[src/hw/rtl/dvrt_pkg.sv]
// Shared types and constants of the distance-vector route table unit.
package dvrt_pkg;

    // Request codes carried in the input tuser field
    typedef enum logic [2:0] {
        ACT_INIT   = 3'd0,
        ACT_ADD    = 3'd1,
        ACT_UPDATE = 3'd2,
        ACT_LOOKUP = 3'd3,
        ACT_FWD    = 3'd4,
        ACT_AGE    = 3'd5
    } t_action;

    // Result status codes
    localparam logic [1:0] ST_OK        = 2'd0;
    localparam logic [1:0] ST_FULL      = 2'd1;
    localparam logic [1:0] ST_NOT_FOUND = 2'd2;

    // Age at which an entry expires
    localparam logic [2:0] AGE_LIMIT = 3'd3;

    localparam int NODE_W = 16;
    localparam int LIVE_W = 6;

    // One table entry as stored in the RAM
    typedef struct packed {
        logic [NODE_W-1:0] dest;
        logic [NODE_W-1:0] hop;
        logic [NODE_W-1:0] cost;
        logic [1:0]        age;
    } t_entry;

    localparam int ENTRY_W = $bits(t_entry);

    // Read address source
    typedef enum logic [1:0] {
        RD_PTR,
        RD_NEXT,
        RD_LAST
    } t_rd_sel;

    // Write address and data source
    typedef enum logic [2:0] {
        WR_INIT,
        WR_APPEND,
        WR_UPD,
        WR_AGE,
        WR_MOVE
    } t_wr_sel;

    // Result source
    typedef enum logic [2:0] {
        RES_OK,
        RES_FULL,
        RES_NF,
        RES_HOP_RD,
        RES_HOP_SELF,
        RES_LIVE
    } t_res_sel;

    // Controller state
    typedef enum logic [2:0] {
        S_IDLE,
        S_DISPATCH,
        S_SRCH,
        S_AGE_RD,
        S_AGE_EX,
        S_AGE_MV,
        S_DONE
    } t_state;

    // Commands from controller to datapath
    typedef struct packed {
        logic     req_load;
        logic     rd_en;
        t_rd_sel  rd_sel;
        logic     wr_en;
        t_wr_sel  wr_sel;
        logic     ptr_clr;
        logic     ptr_inc;
        logic     cnt_set1;
        logic     cnt_inc;
        logic     cnt_dec;
        logic     live_clr;
        logic     live_inc;
        logic     res_load;
        t_res_sel res_sel;
        logic     out_load;
    } t_dp_cmd;

    // Status from datapath to controller
    typedef struct packed {
        t_action action;
        logic    fwd_self;
        logic    full;
        logic    ptr_end;
        logic    next_end;
        logic    match;
        logic    cost_lt;
        logic    self_hit;
        logic    expire;
        logic    out_free;
    } t_dp_status;

endpackage

[src/hw/rtl/dvrt_ram.sv]
// Generic single-write, single-read RAM with registered read data.
module dvrt_ram #(
    parameter int W = 8,
    parameter int D = 32,
    localparam int AW = $clog2(D)
) (
    input  logic          i_clk,
    input  logic          i_we,
    input  logic [AW-1:0] i_waddr,
    input  logic [W-1:0]  i_wdata,
    input  logic          i_re,
    input  logic [AW-1:0] i_raddr,
    output logic [W-1:0]  o_rdata
);

    logic [W-1:0] r_mem [D];
    logic [W-1:0] r_rdata;

    // Write port
    always_ff @(posedge i_clk) begin
        if (i_we) begin
            r_mem[i_waddr] <= i_wdata;
        end
    end

    // Read port, hold data when not reading
    always_ff @(posedge i_clk) begin
        if (i_re) begin
            r_rdata <= r_mem[i_raddr];
        end
    end

    assign o_rdata = r_rdata;

endmodule

[src/hw/rtl/dvrt_dp.sv]
// Datapath: request and config registers, entry RAM, scan pointer, count and result registers.
module dvrt_dp #(
    parameter int TABLE_DEPTH = 32,
    localparam int AW = $clog2(TABLE_DEPTH),
    localparam int CW = $clog2(TABLE_DEPTH + 1)
) (
    input  logic                 i_clk,
    input  logic                 i_rst_n,
    input  logic [2:0]           i_req_action,
    input  logic [47:0]          i_req_data,
    input  logic                 i_cfg_we,
    input  logic [15:0]          i_cfg_data,
    input  dvrt_pkg::t_dp_cmd    i_cmd,
    output dvrt_pkg::t_dp_status o_status,
    input  logic                 i_out_ready,
    output logic                 o_out_valid,
    output logic [1:0]           o_out_status,
    output logic [15:0]          o_out_hop,
    output logic [5:0]           o_out_live
);

    // Request registers
    dvrt_pkg::t_action r_action;
    logic [15:0]       r_node;
    logic [15:0]       r_via;
    logic [15:0]       r_cost;
    logic [15:0]       r_self;

    // Table control
    logic [CW-1:0] r_count;
    logic          r_e0_valid;
    logic [CW-1:0] r_ptr;
    logic [AW-1:0] r_last_addr;
    logic          r_pend;
    logic [CW-1:0] r_live;

    // Result staging and output registers
    logic [1:0]  r_res_status;
    logic [15:0] r_res_hop;
    logic [5:0]  r_res_live;
    logic        r_out_valid;
    logic [1:0]  r_out_status;
    logic [15:0] r_out_hop;
    logic [5:0]  r_out_live;

    logic [CW:0]   w_ptr_inc;
    logic [CW-1:0] w_cnt_dec;
    logic [AW-1:0] w_raddr;
    logic [AW-1:0] w_waddr;
    dvrt_pkg::t_entry w_wdata;
    dvrt_pkg::t_entry w_ram_rdata;
    dvrt_pkg::t_entry w_rd;
    logic [2:0]    w_age_inc;

    assign w_ptr_inc = {1'b0, r_ptr} + {{CW{1'b0}}, 1'b1};
    assign w_cnt_dec = r_count - {{(CW-1){1'b0}}, 1'b1};
    assign w_age_inc = {1'b0, w_rd.age} + 3'd1;

    // Entry 0 reads as zero until it is first written
    assign w_rd = (r_last_addr == '0 && !r_e0_valid) ? '0 : w_ram_rdata;

    // Select read address
    always_comb begin
        case (i_cmd.rd_sel)
            dvrt_pkg::RD_PTR:  w_raddr = r_ptr[AW-1:0];
            dvrt_pkg::RD_NEXT: w_raddr = w_ptr_inc[AW-1:0];
            dvrt_pkg::RD_LAST: w_raddr = w_cnt_dec[AW-1:0];
            default:           w_raddr = r_ptr[AW-1:0];
        endcase
    end

    // Select write address and entry
    always_comb begin
        case (i_cmd.wr_sel)
            dvrt_pkg::WR_INIT: begin
                w_waddr = '0;
                w_wdata = '{dest: r_self, hop: r_self, cost: '0, age: '0};
            end
            dvrt_pkg::WR_APPEND: begin
                w_waddr = r_count[AW-1:0];
                w_wdata = '{dest: r_node,
                            hop:  (r_action == dvrt_pkg::ACT_ADD) ? r_node : r_via,
                            cost: r_cost, age: '0};
            end
            dvrt_pkg::WR_UPD: begin
                w_waddr = r_last_addr;
                w_wdata = '{dest: r_node, hop: r_via, cost: r_cost, age: '0};
            end
            dvrt_pkg::WR_AGE: begin
                w_waddr = r_ptr[AW-1:0];
                w_wdata = '{dest: w_rd.dest, hop: w_rd.hop, cost: w_rd.cost,
                            age: w_age_inc[1:0]};
            end
            dvrt_pkg::WR_MOVE: begin
                w_waddr = r_ptr[AW-1:0];
                w_wdata = w_rd;
            end
            default: begin
                w_waddr = r_ptr[AW-1:0];
                w_wdata = w_rd;
            end
        endcase
    end

    dvrt_ram #(
        .W (dvrt_pkg::ENTRY_W),
        .D (TABLE_DEPTH)
    ) u_ram (
        .i_clk   (i_clk),
        .i_we    (i_cmd.wr_en),
        .i_waddr (w_waddr),
        .i_wdata (w_wdata),
        .i_re    (i_cmd.rd_en),
        .i_raddr (w_raddr),
        .o_rdata (w_ram_rdata)
    );

    // Report status to the controller
    always_comb begin
        o_status.action   = r_action;
        o_status.fwd_self = (r_node == r_self);
        o_status.full     = (r_count >= CW'(TABLE_DEPTH));
        o_status.ptr_end  = (r_ptr >= r_count);
        o_status.next_end = (w_ptr_inc >= {1'b0, r_count});
        o_status.match    = r_pend && (w_rd.dest == r_node);
        o_status.cost_lt  = (r_cost < w_rd.cost);
        o_status.self_hit = (w_rd.dest == r_self);
        o_status.expire   = (w_age_inc >= dvrt_pkg::AGE_LIMIT);
        o_status.out_free = !r_out_valid || i_out_ready;
    end

    // Capture request payload
    always_ff @(posedge i_clk) begin
        if (i_cmd.req_load) begin
            r_action <= dvrt_pkg::t_action'(i_req_action);
            r_node   <= i_req_data[15:0];
            r_via    <= i_req_data[31:16];
            r_cost   <= i_req_data[47:32];
        end
    end

    // Hold self node address
    always_ff @(posedge i_clk) begin
        if (!i_rst_n) begin
            r_self <= '0;
        end else if (i_cfg_we) begin
            r_self <= i_cfg_data;
        end
    end

    // Advance count, pointer and entry 0 flag
    always_ff @(posedge i_clk) begin
        if (!i_rst_n) begin
            r_count    <= CW'(1);
            r_e0_valid <= 1'b0;
            r_ptr      <= '0;
            r_last_addr <= '0;
            r_pend     <= 1'b0;
            r_live     <= '0;
        end else begin
            r_pend <= i_cmd.rd_en;
            if (i_cmd.rd_en) begin
                r_last_addr <= w_raddr;
            end
            if (i_cmd.wr_en && w_waddr == '0) begin
                r_e0_valid <= 1'b1;
            end
            if (i_cmd.cnt_set1) begin
                r_count <= CW'(1);
            end else if (i_cmd.cnt_inc) begin
                r_count <= r_count + {{(CW-1){1'b0}}, 1'b1};
            end else if (i_cmd.cnt_dec) begin
                r_count <= w_cnt_dec;
            end
            if (i_cmd.ptr_clr) begin
                r_ptr <= '0;
            end else if (i_cmd.ptr_inc) begin
                r_ptr <= w_ptr_inc[CW-1:0];
            end
            if (i_cmd.live_clr) begin
                r_live <= '0;
            end else if (i_cmd.live_inc) begin
                r_live <= r_live + {{(CW-1){1'b0}}, 1'b1};
            end
        end
    end

    // Stage the result
    always_ff @(posedge i_clk) begin
        if (i_cmd.res_load) begin
            r_res_status <= dvrt_pkg::ST_OK;
            r_res_hop    <= '0;
            r_res_live   <= '0;
            case (i_cmd.res_sel)
                dvrt_pkg::RES_OK:       r_res_status <= dvrt_pkg::ST_OK;
                dvrt_pkg::RES_FULL:     r_res_status <= dvrt_pkg::ST_FULL;
                dvrt_pkg::RES_NF:       r_res_status <= dvrt_pkg::ST_NOT_FOUND;
                dvrt_pkg::RES_HOP_RD:   r_res_hop    <= w_rd.hop;
                dvrt_pkg::RES_HOP_SELF: r_res_hop    <= r_self;
                dvrt_pkg::RES_LIVE:     r_res_live   <= dvrt_pkg::LIVE_W'(r_live);
                default:                r_res_status <= dvrt_pkg::ST_OK;
            endcase
        end
    end

    // Output register valid
    always_ff @(posedge i_clk) begin
        if (!i_rst_n) begin
            r_out_valid <= 1'b0;
        end else if (i_cmd.out_load) begin
            r_out_valid <= 1'b1;
        end else if (i_out_ready) begin
            r_out_valid <= 1'b0;
        end
    end

    // Output register payload
    always_ff @(posedge i_clk) begin
        if (i_cmd.out_load) begin
            r_out_status <= r_res_status;
            r_out_hop    <= r_res_hop;
            r_out_live   <= r_res_live;
        end
    end

    assign o_out_valid  = r_out_valid;
    assign o_out_status = r_out_status;
    assign o_out_hop    = r_out_hop;
    assign o_out_live   = r_out_live;

endmodule

[src/hw/rtl/dvrt_ctrl.sv]
// Controller: sequences each request through search, append, update and aging walk.
module dvrt_ctrl (
    input  logic                 i_clk,
    input  logic                 i_rst_n,
    input  logic                 i_in_valid,
    output logic                 o_in_ready,
    input  dvrt_pkg::t_dp_status i_status,
    output dvrt_pkg::t_dp_cmd    o_cmd
);

    dvrt_pkg::t_state r_state;
    dvrt_pkg::t_state n_state;

    // State register
    always_ff @(posedge i_clk) begin
        if (!i_rst_n) begin
            r_state <= dvrt_pkg::S_IDLE;
        end else begin
            r_state <= n_state;
        end
    end

    // Next state and commands
    always_comb begin
        n_state    = r_state;
        o_cmd      = '0;
        o_in_ready = 1'b0;
        case (r_state)
            dvrt_pkg::S_IDLE: begin
                o_in_ready = 1'b1;
                if (i_in_valid) begin
                    o_cmd.req_load = 1'b1;
                    n_state        = dvrt_pkg::S_DISPATCH;
                end
            end

            dvrt_pkg::S_DISPATCH: begin
                n_state = dvrt_pkg::S_DONE;
                case (i_status.action)
                    dvrt_pkg::ACT_INIT: begin
                        o_cmd.wr_en    = 1'b1;
                        o_cmd.wr_sel   = dvrt_pkg::WR_INIT;
                        o_cmd.cnt_set1 = 1'b1;
                        o_cmd.res_load = 1'b1;
                        o_cmd.res_sel  = dvrt_pkg::RES_OK;
                    end
                    dvrt_pkg::ACT_ADD: begin
                        o_cmd.res_load = 1'b1;
                        if (i_status.full) begin
                            o_cmd.res_sel = dvrt_pkg::RES_FULL;
                        end else begin
                            o_cmd.wr_en   = 1'b1;
                            o_cmd.wr_sel  = dvrt_pkg::WR_APPEND;
                            o_cmd.cnt_inc = 1'b1;
                            o_cmd.res_sel = dvrt_pkg::RES_OK;
                        end
                    end
                    dvrt_pkg::ACT_UPDATE, dvrt_pkg::ACT_LOOKUP: begin
                        o_cmd.ptr_clr = 1'b1;
                        n_state       = dvrt_pkg::S_SRCH;
                    end
                    dvrt_pkg::ACT_FWD: begin
                        if (i_status.fwd_self) begin
                            o_cmd.res_load = 1'b1;
                            o_cmd.res_sel  = dvrt_pkg::RES_HOP_SELF;
                        end else begin
                            o_cmd.ptr_clr = 1'b1;
                            n_state       = dvrt_pkg::S_SRCH;
                        end
                    end
                    dvrt_pkg::ACT_AGE: begin
                        o_cmd.ptr_clr  = 1'b1;
                        o_cmd.live_clr = 1'b1;
                        n_state        = dvrt_pkg::S_AGE_RD;
                    end
                    default: begin
                        o_cmd.res_load = 1'b1;
                        o_cmd.res_sel  = dvrt_pkg::RES_OK;
                    end
                endcase
            end

            // Scan entries in order, one read issued per cycle
            dvrt_pkg::S_SRCH: begin
                if (i_status.match) begin
                    o_cmd.res_load = 1'b1;
                    n_state        = dvrt_pkg::S_DONE;
                    if (i_status.action == dvrt_pkg::ACT_UPDATE) begin
                        o_cmd.res_sel = dvrt_pkg::RES_OK;
                        if (i_status.cost_lt) begin
                            o_cmd.wr_en  = 1'b1;
                            o_cmd.wr_sel = dvrt_pkg::WR_UPD;
                        end
                    end else begin
                        o_cmd.res_sel = dvrt_pkg::RES_HOP_RD;
                    end
                end else if (i_status.ptr_end) begin
                    o_cmd.res_load = 1'b1;
                    n_state        = dvrt_pkg::S_DONE;
                    if (i_status.action == dvrt_pkg::ACT_UPDATE) begin
                        if (i_status.full) begin
                            o_cmd.res_sel = dvrt_pkg::RES_FULL;
                        end else begin
                            o_cmd.wr_en   = 1'b1;
                            o_cmd.wr_sel  = dvrt_pkg::WR_APPEND;
                            o_cmd.cnt_inc = 1'b1;
                            o_cmd.res_sel = dvrt_pkg::RES_OK;
                        end
                    end else begin
                        o_cmd.res_sel = dvrt_pkg::RES_NF;
                    end
                end else begin
                    o_cmd.rd_en   = 1'b1;
                    o_cmd.rd_sel  = dvrt_pkg::RD_PTR;
                    o_cmd.ptr_inc = 1'b1;
                end
            end

            // Fetch the slot under the pointer or finish the walk
            dvrt_pkg::S_AGE_RD: begin
                if (i_status.ptr_end) begin
                    o_cmd.res_load = 1'b1;
                    o_cmd.res_sel  = dvrt_pkg::RES_LIVE;
                    n_state        = dvrt_pkg::S_DONE;
                end else begin
                    o_cmd.rd_en  = 1'b1;
                    o_cmd.rd_sel = dvrt_pkg::RD_PTR;
                    n_state      = dvrt_pkg::S_AGE_EX;
                end
            end

            // Examine one slot: keep, age, or start removal
            dvrt_pkg::S_AGE_EX: begin
                if (!i_status.self_hit && i_status.expire) begin
                    o_cmd.rd_en  = 1'b1;
                    o_cmd.rd_sel = dvrt_pkg::RD_LAST;
                    n_state      = dvrt_pkg::S_AGE_MV;
                end else begin
                    if (!i_status.self_hit) begin
                        o_cmd.wr_en  = 1'b1;
                        o_cmd.wr_sel = dvrt_pkg::WR_AGE;
                    end
                    o_cmd.live_inc = 1'b1;
                    o_cmd.ptr_inc  = 1'b1;
                    // Finish through the read state so the live count includes this slot
                    if (i_status.next_end) begin
                        n_state = dvrt_pkg::S_AGE_RD;
                    end else begin
                        o_cmd.rd_en  = 1'b1;
                        o_cmd.rd_sel = dvrt_pkg::RD_NEXT;
                    end
                end
            end

            // Move the last entry into the expired slot, then re-examine it
            dvrt_pkg::S_AGE_MV: begin
                o_cmd.wr_en   = 1'b1;
                o_cmd.wr_sel  = dvrt_pkg::WR_MOVE;
                o_cmd.cnt_dec = 1'b1;
                n_state       = dvrt_pkg::S_AGE_RD;
            end

            // Hand the result to the output register once it is free
            dvrt_pkg::S_DONE: begin
                if (i_status.out_free) begin
                    o_cmd.out_load = 1'b1;
                    n_state        = dvrt_pkg::S_IDLE;
                end
            end

            default: begin
                n_state = dvrt_pkg::S_IDLE;
            end
        endcase
    end

endmodule

[src/hw/rtl/distance_vector_route_table_unit.sv]
// Init, add, forward to self and unused codes finish in the dispatch state, without a table scan.
// Lookup and update scan the entries in order, one RAM read per cycle.
// Age examines each entry in turn and replaces an expired one with the last entry.
// One request in flight; the next is taken the cycle after the result enters the output
// register, which waits there while the result side stalls. Reset: synchronous, active low;
// table holds the self entry (all zero), count 1, self node 0.
module distance_vector_route_table_unit #(
    parameter int TABLE_DEPTH = 32
) (
    input  logic        i_clk,
    input  logic        i_rst_n,
    input  logic        s_axis_tvalid,
    output logic        s_axis_tready,
    input  logic [47:0] s_axis_tdata,   // node [15:0], via_node [31:16], route_cost [47:32]
    input  logic [2:0]  s_axis_tuser,   // action [2:0]
    output logic        m_axis_tvalid,
    input  logic        m_axis_tready,
    output logic [23:0] m_axis_tdata,   // hop_out [15:0], live_count [21:16], zero [23:22]
    output logic [1:0]  m_axis_tuser,   // status [1:0]
    input  logic        i_cfg_valid,
    output logic        o_cfg_ready,
    input  logic [15:0] i_cfg_data
);

    dvrt_pkg::t_dp_cmd    w_cmd;
    dvrt_pkg::t_dp_status w_status;
    logic [15:0]          w_hop;
    logic [5:0]           w_live;

    // Config writes are always taken
    assign o_cfg_ready = 1'b1;

    dvrt_ctrl u_ctrl (
        .i_clk      (i_clk),
        .i_rst_n    (i_rst_n),
        .i_in_valid (s_axis_tvalid),
        .o_in_ready (s_axis_tready),
        .i_status   (w_status),
        .o_cmd      (w_cmd)
    );

    dvrt_dp #(
        .TABLE_DEPTH (TABLE_DEPTH)
    ) u_dp (
        .i_clk        (i_clk),
        .i_rst_n      (i_rst_n),
        .i_req_action (s_axis_tuser),
        .i_req_data   (s_axis_tdata),
        .i_cfg_we     (i_cfg_valid),
        .i_cfg_data   (i_cfg_data),
        .i_cmd        (w_cmd),
        .o_status     (w_status),
        .i_out_ready  (m_axis_tready),
        .o_out_valid  (m_axis_tvalid),
        .o_out_status (m_axis_tuser),
        .o_out_hop    (w_hop),
        .o_out_live   (w_live)
    );

    // Pack result fields
    assign m_axis_tdata = {2'b00, w_live, w_hop};

endmodule
[config.mk]
export PLATFORM = sky130hd
export DESIGN_NAME = distance_vector_route_table_unit
export DESIGN_NICKNAME = d
export VERILOG_FILES = /design/src/hw/rtl/dvrt_pkg.sv /design/src/hw/rtl/dvrt_ram.sv /design/src/hw/rtl/dvrt_dp.sv /design/src/hw/rtl/dvrt_ctrl.sv /design/src/hw/rtl/distance_vector_route_table_unit.sv
export SDC_FILE = /design/constraint.sdc
export NUM_CORES = 2
export LEC_CHECK = 0
export ABC_CLOCK_PERIOD_IN_PS = 9900
export BUFFER_PORTS_ARGS = -buffer_cell sky130_fd_sc_hd__buf_2
export CORE_AREA = 2 2 532 534
export DETAILED_ROUTE_END_ITERATION = 10
export DIE_AREA = 0 0 534 536
export PLACE_DENSITY = 0.49
export SLEW_MARGIN = 20
export SYNTH_ARGS = -nofsm -noshare
export SYNTH_HDL_FRONTEND = slang
export SYNTH_HIERARCHICAL = 1
export SYNTH_SLANG_ARGS = --single-unit
[constraint.sdc]
create_clock -name i_clk -period 9.9 [get_ports i_clk]
set_input_delay 0.495 -clock i_clk [delete_from_list [all_inputs] [get_ports i_clk]]
set_output_delay 0.495 -clock i_clk [all_outputs]
set_load 0.05 [all_outputs]
==> key figures <==
Route
  • Met3 Wirelength: around 12000 µm
  • Antenna-violating nets left: 0
  • WL per Instance: roughly 25 µm
  • DR vias: around 41000
  • Total Routed Length: 215000 µm
  • Uppermost layer routed: met5
  • Met2 Wirelength: roughly 100000 µm
  • DRT iter0 DRCs: ~4000
  • Vias per Instance: between 4 and 5
  • Detailed-route wire length on metal 1: roughly 100000 µm
  • DRC Markers: 0
  • TritonRoute pass-1 iters: 5

Setup path
  • Startpoint Class: flop
  • R2R setup slack: between 2000 and 2500 ps
  • Slowest cell on crit path: nor2_4
  • Critical Path AT: approximately 8200 ps
  • Critical path capture point type: flop
  • Max incr delay on CP: between 900 and 1000 ps
  • Crit Path Max Fanout: 33
  • Critical path class: reg2reg
  • CP Cell Sequence: or4_4 > or3_2 > buf_4 > and3_1 > o21ai_0 > o21ai_0 > nor4b_2 > inv_1 > nand4_1 > a21oi_1 > nand2b_1 > buf_4 > nor2b_1 > a22oi_1 > o21ai_0 > nand3b_1 > nor2_4 > buf_4
  • Worst EP required: 10320 ps

Logic synthesis
  • Synth Register Bits: between 1500 and 2000
  • Ys async rst share: 0
  • Ys flop type: edfxtp_1
  • Top cell type's share of synthesized area: 0.723
  • Mapped Cells: around 4500
  • Ranking of synthesized cells by area: edfxtp_1, mux2i_1, a22oi_1, a21oi_1, a22o_1
  • Cell variety after synth: 75
  • Ys Warns: 6
  • Post-synthesis sequential area ratio: 0.736
  • Post-synth EDFFs: roughly 1700
  • Synth Cell Area: approximately 73000 µm²
  • Cell taking the most area after synthesis: edfxtp_1
  • Synthesized area per cell: 16.3 µm²

Floorplanning
  • # rows: ~200
  • Die area: 286000 µm²
  • Starting Density: 0.259
  • I/O pin cnt: about 100
  • Die Height: ~540 µm
  • Die width: about 530 µm
  • Core footprint: ~280000 µm²

Hold path
  • Min-delay worst type: in2reg

Clock network
  • CTS Buffer Depth: 3
  • Clk_lat worst skew: 840 ps
  • Inserted Clock Buffers: roughly 190
  • CTS tree: built
  • Root buf cell: clkbuf_16
  • Post_cts resized: 0
  • CTS H-tree depth: 4
  • CTS clk-pin slew, worst paths: ~60 ps
  • Clock sink total: approximately 1800

STA
  • Min Tclk post-route: 7730 ps
  • RSZ-0062 raised after global routing: no
  • Slew Viols, Final: 0
  • Final Hold Fails: 0
  • Worst slew pin tran: 1140 ps
  • Final Skew: roughly 56 ps
  • TNS Setup: 0 ps
  • Crit share post-route: 0.781
  • Final Worst Setup Slack: ~2200 ps
  • Setup violations, final: 0
  • Max frequency: around 130 MHz
  • Slew headroom: 0.238

GRT
  • First-pass GRT wire length: 305000 µm
  • Overall Global Routing Usage: 0.146
  • Initial antenna violation count: 9
  • Vias in the first global route: slightly above 40000
  • Global route total overflow: 0
  • Largest net degree at the start of global routing: 90

Pwr
  • PwrDens: 280 nW/µm²
  • Maximum vdd drop: roughly 0.21 mV
  • Leakage: 26.4 nW

Placed design
  • Area after DPL: just under 80000 µm²
  • Half-perimeter wire length after placement: approximately 130000 µm
  • Dpl ws: ~2100 ps
  • Port Buffers: 97
  • GP Congestion: between 0.8 and 0.9

Final layout
  • Fillers: around 27000
  • ANT cells: 0
  • Layout cells sized above 1: 0.120
  • Non-Filler Cell Area, Final: between 80000 and 90000 µm²
  • Area Overhead vs Synth: 16.8%
  • Layout Nets: approximately 4800

Run
  • Max cap viols: 0

Outcome
  • Outcome: finished, final reports clean
area by class of cell:
cell class / count / area [µm²] / share of cell area
clock buffer: 235 / 4970 / 0.0585
clock inverter: 111 / 910 / 0.0107
inverter: 30 / 113 / 0.00133
multi-input combinational: 2349 / 18000 / 0.213
sequential: 1794 / 53400 / 0.630
tap: 3743 / 4680 / 0.0552
timing repair buffer: 302 / 2710 / 0.0319
per-stage QoR:
stage,hold WS [ps],util,power [mW],std cells
after CTS,36.9,0.302,23.9,8560
after detailed placement,405,0.278,17.1,8147
after global placement,401,0.278,17.0,8140
after floorplan,400,-,14.8,4456
after global routing,88.8,0.302,24.7,8564
final,123,0.302,23.8,8564
worst max-delay path: cells and delay by family, from the launching register on:
family	cells	cell delay, ps
compound gates	5	1360
buf+inv	4	1400
simple gates	9	4190
flops	1	330
flip-flops by register name (all words and copies together) (netlist names), 16 cells and up:
| register | flops |
|---|---|
| u_dp/u_ram/r_mem | 1600 |
| u_dp/u_ram/o_rdata | 50 |
| u_dp/o_out_hop | 16 |
| u_dp/r_cost | 16 |
| u_dp/r_node | 16 |
| u_dp/r_res_hop | 16 |
| u_dp/r_self | 16 |
| u_dp/r_via | 16 |
cell usage in the layout (no fill, tap or decap), drive strengths merged, types with 8 or more instances in the layout:
cell / synthesis / layout
ha: 34 / 34
a31oi: 66 / 66
nand2b: 20 / 20
dlygate4sd3: 0 / 67
o32ai: 10 / 10
bufinv: 0 / 8
nand2: 265 / 265
clkbuf: 158 / 235
mux2i: 827 / 827
a32o: 16 / 16
nor3b: 9 / 9
dfxtp: 45 / 45
nor2: 98 / 98
xnor2: 42 / 42
nand4: 14 / 14
edfxtp: 1749 / 1749
nor2b: 35 / 35
and2: 11 / 11
a22o: 117 / 117
a22oi: 157 / 157
a211o: 8 / 8
clkinv: 0 / 94
a221o: 9 / 9
nand3: 173 / 173
inv: 30 / 35
xor2: 10 / 10
a21oi: 223 / 223
buf: 125 / 235
nor3: 64 / 64
o21ai: 45 / 45
synth_stat cells, types with 42 or more instances:
library cell / n
a21oi_1: 223
a22o_1: 117
a22oi_1: 157
a31oi_1: 66
clkbuf_1: 155
dfxtp_1: 45
edfxtp_1: 1749
mux2i_1: 827
nand2_1: 265
nand3_1: 173
nor2_1: 98
nor3_1: 63
o21ai_0: 45
xnor2_1: 42
final timing paths:
kind / start / to / depth (start not counted)
max: u_dp/r_last_addr[4]$_SDFFE_PN0P_ / u_dp/u_ram/r_mem[26][23]$_DFFE_PP_ / 18
min: m_axis_tready / u_dp/o_out_valid$_SDFFE_PN0P_ / 3
max reg2reg: u_dp/r_last_addr[4]$_SDFFE_PN0P_ / u_dp/u_ram/r_mem[26][23]$_DFFE_PP_ / 18
min reg2reg: u_dp/r_res_hop[3]$_DFFE_PP_ / u_dp/o_out_hop[3]$_DFFE_PP_ / 0
kinds of logic (layout without fill, tap and decap cells):
group	after synthesis	count (layout)	synth area share
other	2	3	0.000103
AOI/OAI and AO/OA	697	697	0.0656
adders and majority gates	34	34	0.00586
DFF	1794	1794	0.736
xor gates and xnor gates	52	52	0.00627
muxes	827	827	0.114
and+or+nand+nor	736	736	0.0482
buffers and inverters	313	678	0.0243
metal layers:
layer,global-route usage,up-vias
met2,0.236,1245
met5,0,-
met4,0.0315,4
met3,0.0217,229
li1,-,17900
met1,0.208,21300
power by group:
part           leakage [nW]  internal (mW)  switching (mW)
logic                  7.16           2.23            4.54
registers              16.4           9.89           0.346
clock network          2.85           3.77            2.98
total                  26.4           15.9            7.87
timing repair:
item,in CTS,in global routing
setup endpoints to repair,0,0
hold buffers,67,0
endpoints found under the hold margin,67,0
setup buffers,0,0
(Power assumes the default switching activity.)
